--- src/hw/rtl/dtiv_pkg.sv ---
`timescale 1ns / 1ps

package dtiv_pkg;

    // Field types of one input word and of the result.
    typedef logic [4:0]  day_t;
    typedef logic [3:0]  month_t;
    typedef logic [11:0] year_t;
    typedef logic [20:0] daynum_t;

    // Index into the month table; entry 12 is a whole year.
    typedef logic [3:0]  month_idx_t;
    localparam month_idx_t LAST_MONTH_IDX = 4'd12;

    // Days before the start of each month in a common year.
    localparam logic [8:0] DAYS_BEFORE [13] = '{
        9'd0,   9'd31,  9'd59,  9'd90,  9'd120, 9'd151, 9'd181,
        9'd212, 9'd243, 9'd273, 9'd304, 9'd334, 9'd365
    };

    // Division by 25 as a multiply by 1311 and a shift by 15.
    // It is exact for every dividend up to 1123, which covers all uses here.
    localparam logic [10:0] RECIP_25   = 11'd1311;
    localparam int          RECIP_SHIFT = 15;
    localparam logic [4:0]  DIV_25      = 5'd25;
    localparam logic [8:0]  DAYS_YEAR   = 9'd365;

endpackage

--- src/hw/rtl/dtiv_day_number.sv ---
`timescale 1ns / 1ps

module dtiv_day_number #(
    parameter int unsigned MAX_YEAR = 4095
) (
    input  logic              clk,
    input  logic              en,
    input  dtiv_pkg::day_t    day,
    input  dtiv_pkg::month_t  month,
    input  dtiv_pkg::year_t   year,
    output dtiv_pkg::daynum_t daynum
);
    import dtiv_pkg::*;

    // Saturation limit, never above what the year field can carry.
    localparam int unsigned SAT_INT  = (MAX_YEAR < 4095) ? MAX_YEAR : 4095;
    localparam year_t       SAT_YEAR = year_t'(SAT_INT);

    // Stage 1 registers.
    year_t       y1_reg;
    logic [21:0] p100_reg;
    logic [21:0] p400_reg;
    logic [21:0] pyr_reg;
    logic [8:0]  md1_reg;
    logic        late1_reg;

    // Stage 2 registers.
    logic [20:0] yd2_reg;
    logic [10:0] corr2_reg;
    logic [8:0]  md2_reg;
    logic        leap2_reg;

    // Stage 3 register.
    daynum_t     num3_reg;

    // Stage 1: saturate the year, start the divisions, read the month table.
    year_t       y_sat;
    logic [12:0] y_plus99;
    logic [12:0] y_plus399;
    month_idx_t  idx;
    logic [8:0]  md_next;

    always_comb
    begin
        y_sat     = (year > SAT_YEAR) ? SAT_YEAR : year;
        y_plus99  = {1'b0, y_sat} + 13'd99;
        y_plus399 = {1'b0, y_sat} + 13'd399;
        if (month == '0)
        begin
            idx = '0;
        end
        else if (month > 4'd13)
        begin
            idx = LAST_MONTH_IDX;
        end
        else
        begin
            idx = month_idx_t'(month - 4'd1);
        end
        md_next = DAYS_BEFORE[idx] + {4'd0, day};
    end

    function automatic logic [9:0] y1_dummy_free(input year_t y);
        return y[11:2];
    endfunction

    always_ff @(posedge clk)
    begin
        if (en)
        begin
            y1_reg    <= y_sat;
            p100_reg  <= {11'd0, y_plus99[12:2]} * {11'd0, RECIP_25};
            p400_reg  <= {13'd0, y_plus399[12:4]} * {11'd0, RECIP_25};
            pyr_reg   <= {12'd0, y1_dummy_free(y_sat)} * {11'd0, RECIP_25};
            md1_reg   <= md_next;
            late1_reg <= (idx >= month_idx_t'(2));
        end
    end

    // Stage 2: finish the divisions, find the leap year, scale whole years.
    logic [6:0]  q100;
    logic [6:0]  q400;
    logic [6:0]  qyr;
    logic [9:0]  r25;
    logic        is_leap;
    logic [10:0] corr_next;

    always_comb
    begin
        q100      = p100_reg[RECIP_SHIFT +: 7];
        q400      = p400_reg[RECIP_SHIFT +: 7];
        qyr       = pyr_reg[RECIP_SHIFT +: 7];
        r25       = y1_reg[11:2] - ({3'd0, qyr} * {5'd0, DIV_25});
        is_leap   = (y1_reg[1:0] == 2'd0) && ((r25 != '0) || (qyr[1:0] == 2'd0));
        corr_next = 11'(({1'b0, y1_reg} + 13'd3) >> 2) - {4'd0, q100} + {4'd0, q400};
    end

    always_ff @(posedge clk)
    begin
        if (en)
        begin
            yd2_reg   <= {9'd0, y1_reg} * {12'd0, DAYS_YEAR};
            corr2_reg <= corr_next;
            md2_reg   <= md1_reg;
            leap2_reg <= is_leap && late1_reg;
        end
    end

    // Stage 3: add up the day number.
    always_ff @(posedge clk)
    begin
        if (en)
        begin
            num3_reg <= yd2_reg + {10'd0, corr2_reg} + {12'd0, md2_reg}
                        + {20'd0, leap2_reg};
        end
    end

    assign daynum = num3_reg;

endmodule

--- src/hw/rtl/date_interval_days.sv ---
`timescale 1ns / 1ps

// Distance in days between two proleptic Gregorian dates. Each input word holds
// two dates; one result word gives the absolute difference of their day numbers.
// The block takes one word in every cycle while no finished result waits on
// out_ready. Three stages form each day number (divisions by 100 and 400 done as
// reciprocal multiplies, then the leap test and year scaling, then the final
// sum) and a fourth takes the difference. The whole pipeline holds while a
// finished result waits on out_ready. Days are not checked against month length,
// and years above MAX_YEAR count as MAX_YEAR.
module date_interval_days #(
    parameter int unsigned MAX_YEAR = 4095
) (
    input  logic              clk,
    input  logic              rst_n,
    input  logic              in_valid,
    output logic              in_ready,
    input  dtiv_pkg::day_t    first_day,
    input  dtiv_pkg::month_t  first_month,
    input  dtiv_pkg::year_t   first_year,
    input  dtiv_pkg::day_t    second_day,
    input  dtiv_pkg::month_t  second_month,
    input  dtiv_pkg::year_t   second_year,
    output logic              out_valid,
    input  logic              out_ready,
    output dtiv_pkg::daynum_t interval_days
);
    import dtiv_pkg::*;

    // Pipeline advances whenever the output stage is empty or being taken.
    logic       adv;
    logic [3:0] vld_reg;
    logic [3:0] vld_next;

    assign adv      = !vld_reg[3] || out_ready;
    assign in_ready = adv;
    assign vld_next = adv ? {vld_reg[2:0], in_valid} : vld_reg;

    always_ff @(posedge clk or negedge rst_n)
    begin
        if (!rst_n)
        begin
            vld_reg <= '0;
        end
        else
        begin
            vld_reg <= vld_next;
        end
    end

    // Day numbers of both dates.
    daynum_t num_a;
    daynum_t num_b;

    dtiv_day_number #(
        .MAX_YEAR (MAX_YEAR)
    ) u_first (
        .clk    (clk),
        .en     (adv),
        .day    (first_day),
        .month  (first_month),
        .year   (first_year),
        .daynum (num_a)
    );

    dtiv_day_number #(
        .MAX_YEAR (MAX_YEAR)
    ) u_second (
        .clk    (clk),
        .en     (adv),
        .day    (second_day),
        .month  (second_month),
        .year   (second_year),
        .daynum (num_b)
    );

    // Output stage: absolute difference of the two day numbers.
    daynum_t diff_reg;

    always_ff @(posedge clk)
    begin
        if (adv)
        begin
            diff_reg <= (num_a > num_b) ? (num_a - num_b) : (num_b - num_a);
        end
    end

    assign out_valid     = vld_reg[3];
    assign interval_days = diff_reg;

    // A stalled input means a result word is waiting at the output.
    a_stall_has_word: assert property (@(posedge clk) disable iff (!rst_n)
        !in_ready |-> vld_reg[3])
        else $error("input stalled with no result word waiting");

    // An accepted word enters the first stage.
    a_accept_enters: assert property (@(posedge clk) disable iff (!rst_n)
        (in_valid && in_ready) |=> vld_reg[0])
        else $error("accepted word did not enter the pipeline");

    // A stall keeps every word in flight where it is.
    a_stall_holds: assert property (@(posedge clk) disable iff (!rst_n)
        (vld_reg[3] && !out_ready) |=> (vld_reg == $past(vld_reg)))
        else $error("word moved or lost during a stall");

endmodule

--- config.mk ---
export PLATFORM = sky130hd
export DESIGN_NAME = date_interval_days
export DESIGN_NICKNAME = d
export VERILOG_FILES = /design/src/hw/rtl/dtiv_pkg.sv /design/src/hw/rtl/dtiv_day_number.sv /design/src/hw/rtl/date_interval_days.sv
export SDC_FILE = /design/constraint.sdc
export NUM_CORES = 1
export LEC_CHECK = 0
export BUFFER_PORTS_ARGS = -buffer_cell sky130_fd_sc_hd__clkbuf_2
export CORE_ASPECT_RATIO = 0.8
export CORE_MARGIN = 2
export CORE_UTILIZATION = 62
export DETAILED_ROUTE_END_ITERATION = 10
export GPL_TIMING_DRIVEN = 0
export PLACE_DENSITY = 0.87
export REMOVE_ABC_BUFFERS = 1
export SLEW_MARGIN = 15
export SYNTH_ARGS = -nofsm -noshare
export SYNTH_HDL_FRONTEND = slang
export SYNTH_SLANG_ARGS = --single-unit
--- constraint.sdc ---
create_clock -name clk -period 13.55 [get_ports clk]
set_input_delay 0.6775 -clock clk [delete_from_list [all_inputs] [get_ports clk]]
set_output_delay 0.6775 -clock clk [all_outputs]
set_load 0.01 [all_outputs]
==> results of run 1 <==
-- synth_stat cells, types with 24 or more instances --
cell / number
o21ai_0: 60
xor2_1: 46
edfxtp_1: 227
nor2b_1: 32
inv_1: 644
nand2_1: 85
a21oi_1: 126
ha_1: 673
mux2i_1: 26
nor3_1: 44
a21o_1: 30
fa_1: 292
clkbuf_1: 41
nor2_1: 127
nand3_1: 41
xnor2_1: 156
o21bai_1: 24
-- cell type report --
| type | instances | area share (%) |
|---|---|---|
| clock buffer | 25 | 1.868 |
| clock inverter | 19 | 0.7930 |
| inverter | 644 | 7.474 |
| multi-input combinational | 2007 | 64.62 |
| sequential | 231 | 21.38 |
| tap | 629 | 2.433 |
| timing repair buffer | 73 | 1.424 |
-- worst max-delay path, stage by stage --
cell and delay (ns):
clkbuf_2 0.25, inv_1 0.13, nor2_1 0.33, a31oi_1 0.18, o21bai_1 0.23, and2_1 0.21
nand2_1 0.08, xnor2_1 0.56, inv_1 0.30, fa_1 0.59, inv_1 0.05, ha_1 0.28
ha_1 0.33, fa_1 0.55, inv_1 0.07, fa_1 0.54, inv_1 0.04, ha_1 0.29
a21o_1 0.16, a21o_1 0.20, a2111oi_2 0.37, a21oi_1 0.18, o31a_1 0.31, o41a_1 0.36
a21o_1 0.23, a21oi_2 0.15, xnor2_1 0.08
-- cell usage in the layout, fill, tap and decap left out, types with 8 or more instances in the layout --
master / count
a211oi_1: 8
a21o_1: 30
a21oi_1: 126
a31oi_1: 17
and2_1: 10
and3_1: 13
clkbuf_16: 24
clkbuf_2: 68
edfxtp_1: 227
fa_1: 292
ha_1: 673
inv_1: 644
mux2i_1: 26
nand2_1: 85
nand2b_1: 15
nand3_1: 41
nand4_1: 23
nor2_1: 127
nor2b_1: 32
nor3_1: 44
o211ai_1: 12
o21a_1: 20
o21ai_0: 60
o21bai_1: 24
o31ai_1: 12
or2_2: 12
or3_1: 10
xnor2_1: 156
xor2_1: 46
-- repair_timing --
item,4_1_cts,5_1_grt
hold buffers,1,0
resized for setup,0,0
setup buffers,0,0
hold endpoints to repair,4,0
-- worst max path at each step --
stage,from,to,slack [ns],cells past startpoint
after floorplan,out_ready,vld_reg[0],6.31,2
after global placement,out_ready,in_ready,3.95,3
after detailed placement,first_year[2],u_first.p100_reg[21],5.58,27
after CTS,first_year[2],u_first.p100_reg[21],6.12,27
after global routing,first_year[2],u_first.p100_reg[21],5.70,27
final,first_year[2],u_first.p100_reg[21],6.09,27
-- layer usage --
| layer | up-vias | track usage (%) |
|---|---|---|
| li1 | 9852 | - |
| met1 | 10190 | 32.28 |
| met2 | 586 | 44.45 |
| met3 | 132 | 3.670 |
| met4 | 0 | 6.207 |
| met5 | - | 0 |
-- kinds of logic (layout without fill, tap and decap cells) --
| group | Yosys count | count (layout) |
|---|---|---|
| buffers and inverters | 689 | 761 |
| AOI/OAI and AO/OA | 370 | 370 |
| muxes | 32 | 32 |
| adders and majority gates | 965 | 965 |
| xor gates and xnor gates | 202 | 202 |
| DFF | 231 | 231 |
| and+or+nand+nor | 438 | 438 |
-- through the flow --
stage          setup slack, ns  area, um2  hold slack, ns
6_report                 6.094      32340          0.3674
5_1_grt                  5.702      32340          0.3634
4_1_cts                  6.122      32340          0.3488
3_5_place_dp             5.577      31470          0.4054
3_3_place_gp             3.952      31340          0.4029
2_1_floorplan            6.309      30210          0.3819
==> flow_summary.ini, run 1 <==
[status]
status = completed

[synth]
synth_top_area_cell = ha_1
ys_seq_area_share_pct = 22.76
synth_edf_count = 227
synth_top_family_by_area = adder cells
synth_compound_area_share_pct = 7.789
ys_top_cells_by_area = ha_1, edfxtp_1, fa_1
synth_top_area_share_pct = 27.71
syn_area_per_cell_um2 = 10.38
synthAdderAreaFrac_pct = 46.94
yosys_register_bits = 231
postSynthCellCount = 2927
synthDistinctLibCells = 73
yosys_warnings = 0
synth-xor-area-share_pct = 5.821
synth-simple-area-share_pct = 7.073
synthMuxAreaShare_pct = 1.079
synth-async-reset-ratio_pct = 1.732
syn-cell-area_mm2 = 0.03039
synth-main-ff-cell = edfxtp_1

[floorplan]
initial_utilization_pct = 62.82
chipWidth_um = 251.5
rows = 72
num_io_pins = 69
die_area_mm2 = 0.05082
dieHeight_um = 202.0
coreArea_mm2 = 0.04838

[timing]
grt_setup_unrepaired = no
finalSetupTns_ns = 0
min_period_ns = 7.456
setup_viol = 0
slew_violations = 0
fin_worst_skew_ns = 0.01645
worst_pin_slew_ns = 0.9841
max_freq_ghz = 0.1341
hold_viol_final = 0
min_period_over_period_pct = 55.03
maxSlewHeadroom_pct = 33.92

[place]
dp_hpwl_um = 51210
place.gp.congestion = 0.8914
post-place-cells = 3583
io_buffers = 68

[critical_path]
end_kind = register
r2r_slack_ns = 8.33
ff2ff_path_depth = 18
rr_startpoint = u_first.y1_reg[4]
arrival_ns = 7.74
cp-start-kind = input pin
reg2reg_to = u_first.yd2_reg[18]
crit_required_ns = 13.84
critical_path_class = input pin to register
cp_max_fo = 10

[layout]
nNetsFinal = 3992
antenna_cells = 0
finish.utilization_pct = 66.86
num-fill-cells = 3331
finalNonFillerCells = 3628
final-seq-area_mm2 = 0.006917
synthToLayoutAreaGrowth_pct = 6.427
drive_gt1_share_pct = 4.635
multiInputGateArea_mm2 = 0.02090

[route]
drt_iter0_drc = 1302
vias = 20760
wl_per_cell_um = 16.79
first_pass_iters = 6
ant_nets = 0
vias_per_cell = 5.721
drc = 0
wl_um = 60920
wirelength_met1_um = 25900
wl_met3_um = 3384
top_layer_used = met4
wl_met2_um = 30330

[grt]
grt_max_degree = 66
grt_use_total_pct = 25.06
grt_antenna_before_repair = 0
first_global_vias = 22590
grt_pass1_wl_um = 105100
grt_overflow = 0

[clock_network]
htree_num_levels = 1
numCtsBuffers = 24
root_buffer = clkbuf_16
clockBufferDepth = 3
clk_latency_ns = 0.54
cts_sinks = 231
clkTransAtPathRegs_ns = 0.06
cts_tree = yes

[worst_hold_path]
min-delay-start = in_valid
hold_path_class = input pin to register
whs_endpoint = vld_reg[0]
whs_path_depth = 2

[job]
maxCapViolCount = 0
Power of run 1 is left out: the tool's default activity adds up to more than one toggle a clock period on the data nets, which glitch-free logic cannot reach.
==> run 2, diff against run 1 <==
==> constraint.sdc (replaced) <==
create_clock -name clk -period 6.99 [get_ports clk]
set_input_delay 0.3495 -clock clk [delete_from_list [all_inputs] [get_ports clk]]
set_output_delay 0.3495 -clock clk [all_outputs]
set_load 0.01 [all_outputs]
==> flow_summary.ini, run 2 (synthesis gave the netlist of run 1 again) <==
[route]
ant_nets = 0
drt_iter0_drc = 1389
first_pass_iters = 7
vias_per_cell = 5.721
wl_per_cell_um = 16.85
drc = 0
vias = 20750
wl_um = 61150

[grt]
grt_pass1_wl_um = 105300
grt_use_total_pct = 25.10
grt_overflow = 0
grt_antenna_before_repair = 0
grt_max_degree = 66
first_global_vias = 22590

[layout]
drive_gt1_share_pct = 4.835
num-fill-cells = 3323
nNetsFinal = 3992
synthToLayoutAreaGrowth_pct = 6.579
mostFrequentLayoutCell = ha_1
mostFrequentLayoutCells = ha_1, inv_1, fa_1
antenna_cells = 0

[timing]
max_freq_ghz = 0.1479
min_period_over_period_pct = 96.75
min_period_ns = 6.763
fin_worst_skew_ns = 0.01709
worst_pin_slew_ns = 0.9918
grt_setup_unrepaired = yes
slew_violations = 0
hold_viol_final = 0
fin_hold_ws_ns = 0.03942
setup_viol = 0
maxSlewHeadroom_pct = 33.41

[place]
place.gp.congestion = 0.8914
dp_hpwl_um = 51210
io_buffers = 68

[critical_path]
cp_max_fo = 10
worst_path_max_delay_cell = fa_1
crit_required_ns = 7.28
cp_top_family = adder cells
cp-start-kind = input pin
cpMostUsedCell = inv_1
slowest_delay_ns = 0.56
critical_path_class = input pin to register
path_buf_inv = 6
end_kind = register
arrival_ns = 7.05

[floorplan]
initial_utilization_pct = 62.82
die_area_mm2 = 0.05082
num_io_pins = 69
dieHeight_um = 202.0
coreArea_mm2 = 0.04838
chipWidth_um = 251.5
rows = 72

[clock_network]
clk_latency_ns = 0.54
cts_tree = yes
cts_sinks = 231
clockBufferDepth = 3
numCtsBuffers = 24
htree_num_levels = 1
post-cts-setup-buffers = 0
clkTransAtPathRegs_ns = 0.06
root_buffer = clkbuf_16

[status]
status = completed

[job]
maxCapViolCount = 0

[worst_hold_path]
hold_path_class = input pin to register
-- run 2: worst reg2reg max path, stage by stage, from the launching register on --
cell and delay (ns):
edfxtp_1 0.60, ha_1 0.39, inv_1 0.11, fa_1 0.56, inv_1 0.04, ha_1 0.27
inv_1 0.05, fa_1 0.57, inv_1 0.06, ha_1 0.28, a21oi_1 0.20, o21ai_0 0.20
nor4_1 0.36, o31ai_1 0.18, o41ai_1 0.54, nor2_1 0.11, o21a_1 0.20, nor2_1 0.11
xnor2_1 0.09
-- run 2: metrics by stage --
stage          setup WS, ns  cells  utilization [%]  TNS (ns)  instance area, um2
3_5_place_dp        -0.6549   3583            65.06    -3.278               31470
5_1_grt            -0.09123   3628            66.96  -0.09123               32390
4_1_cts              0.1258   3628            66.88         0               32350
3_3_place_gp         -1.952   3579            64.79   -330.81               31340
2_1_floorplan       0.07689   2882                -         0               30210
6_report             0.2270   3628            66.96         0               32390
-- run 2: layout make-up --
cell class	count	area, um2	share of cell area, %
inverters	644	2417	7.463
well taps	629	787.0	2.430
repair buffers	73	460.4	1.422
multi-input cells	2007	20950	64.67
flip-flops and latches	231	6917	21.35
clock inverters	19	256.5	0.7919
clock buffers	25	604.3	1.866
-- run 2: path summary, 6_finish.rpt --
path	endpoint	cells after the start	slack, ns	start
worst max-delay path	u_first.p100_reg[21]	27	0.23	first_year[2]
worst min-delay path	vld_reg[0]	2	0.04	in_valid
worst max register to register	u_first.yd2_reg[18]	18	1.81	u_first.y1_reg[4]
worst min register to register	u_second.md2_reg[3]	0	0.41	u_second.md1_reg[3]
max in group asynchronous	vld_reg[2]	2	6.73	rst_n
min in group asynchronous	vld_reg[1]	2	0.14	rst_n
-- run 2: what timing repair did --
action / 4_1_cts / 5_1_grt
gates resized for setup: 1 / 6
hold buffers: 1 / 0
pin swaps: 0 / 0
setup endpoints to repair: 2 / 7
hold endpoints to repair: 4 / 0
-- run 2: metal layers --
layer	vias to the layer above	GRT usage (%)	wire, um
met5	-	0	0
met4	0	6.484	1435
met3	142	3.722	3364
met2	562	44.42	30320
met1	10200	32.29	26030
li1	9850	-	-
Power of run 2 is left out for the same reason.
==> run 3, diff against run 2 <==
--- a/config.mk
+++ b/config.mk
@@ -7,7 +7,7 @@
 export LEC_CHECK = 0
 export BUFFER_PORTS_ARGS = -buffer_cell sky130_fd_sc_hd__clkbuf_2
 export CORE_ASPECT_RATIO = 0.8
-export CORE_MARGIN = 2
+export CORE_MARGIN = 8
 export CORE_UTILIZATION = 62
 export DETAILED_ROUTE_END_ITERATION = 10
 export GPL_TIMING_DRIVEN = 0
==> constraint.sdc (replaced) <==
create_clock -name clk -period 6.99 [get_ports clk]
set_input_delay 0.699 -clock clk [delete_from_list [all_inputs] [get_ports clk]]
set_output_delay 0.699 -clock clk [all_outputs]
set_load 0.01 [all_outputs]
==> flow_summary.ini, run 3 (synthesis gave the netlist of run 1 again) <==
[timing]
min_period_ns = 6.802
fin_worst_skew_ns = 0.01871
maxSlewHeadroom_pct = 29.43
setup_viol = 0
min_period_over_period_pct = 97.31
max_freq_ghz = 0.1470
worst_pin_slew_ns = 1.051
finalSetupTns_ns = 0
slew_violations = 0
hold_viol_final = 0
layout_setup_ws_ns = 0.1884

[critical_path]
worst_path_max_delay_cell = fa_1
ff2ff_path_depth = 16
end_kind = register
path_buf_inv = 6
cp_top_family = adder cells
cp-start-kind = input pin
critical_path_class = input pin to register
path_depth = 27
cpMostUsedCell = inv_1
cp_max_fo = 10
slowest_delay_ns = 0.56
crit_required_ns = 7.28
arrival_ns = 7.09

[floorplan]
chipWidth_um = 263.5
num_io_pins = 69
initial_utilization_pct = 62.82
coreArea_mm2 = 0.04838
dieHeight_um = 214.0
die_area_mm2 = 0.05640
rows = 72

[layout]
nNetsFinal = 4005
synthToLayoutAreaGrowth_pct = 7.073
finalNonFillerCells = 3644
drive_gt1_share_pct = 5.771
mostFrequentLayoutCell = ha_1
antenna_cells = 0
finish.utilization_pct = 67.27
mostFrequentLayoutCells = ha_1, inv_1, fa_1

[place]
io_buffers = 68
dp_hpwl_um = 51320
place_ws_ns = -0.9343
place.gp.congestion = 0.8951
post-place-cells = 3584

[route]
vias = 20710
drt_iter0_drc = 1276
top_layer_used = met5
ant_nets = 0
drc = 0
first_pass_iters = 6
wl_met2_um = 30880
vias_per_cell = 5.682
wl_um = 62420
wl_met3_um = 3268
wirelength_met1_um = 26560
wl_per_cell_um = 17.13

[grt]
grt_use_total_pct = 21.86
first_global_vias = 22300
grt_overflow = 0
grt_pass1_wl_um = 104400
grt_max_degree = 66
grt_antenna_before_repair = 3

[clock_network]
root_buffer = clkbuf_16
clkTransAtPathRegs_ns = 0.06
clockBufferDepth = 3
cts_tree = yes
htree_num_levels = 1
clk_latency_ns = 0.56
numCtsBuffers = 27
cts_sinks = 231

[job]
maxCapViolCount = 0

[status]
status = completed

[worst_hold_path]
whs_path_depth = 2
hold_path_class = input pin to register
run 3: changes by cell type in the layout (fill, tap and decap cells not counted), moves of 4 or more:
cell	change
clkbuf_1	+4
clkinv_1	-6
bufinv_16	-5
clkinvlp_4	+9
buf_4	+9
run 3: layer usage:
layer / track usage (%) / up-vias
met3: 3.484 / 154
met1: 27.65 / 10130
met2: 38.51 / 537
met4: 6.151 / 6
met5: 0 / -
li1: - / 9879
run 3: cell type report:
type                    count  area [um2]
flip-flops and latches    231        6917
multi-input cells        2007       21030
fillers                  3298       15840
well taps                 629       787.0
inverters                 644        2417
clock buffers              33       708.2
repair buffers             83       535.5
clock inverters            17       143.9
run 3: what timing repair did:
action,in CTS,in global routing
hold endpoints to repair,4,0
setup buffers,0,9
setup endpoints to repair,7,7
pin swaps,0,4
hold buffers,1,0
gates resized for setup,9,17
run 3: per-stage QoR:
stage	area, um2	hold slack [ns]
finish	32540	0.3773
global route	32540	0.3695
CTS	32400	0.3550
detailed placement	31480	0.4074
global placement	31340	0.4058
floorplan	30210	0.4003
run 3: path summary, 6_finish.rpt:
path	startpoint	endpoint	slack, ns
min in group asynchronous	rst_n	vld_reg[2]	0.48
max in group asynchronous	rst_n	vld_reg[0]	6.39
max reg2reg	u_second.y1_reg[5]	u_second.yd2_reg[19]	1.82
min	in_valid	vld_reg[0]	0.38
max	first_year[2]	u_first.p100_reg[21]	0.19
min reg2reg	u_first.md1_reg[3]	u_first.md2_reg[3]	0.42
Power of run 3 is left out for the same reason.
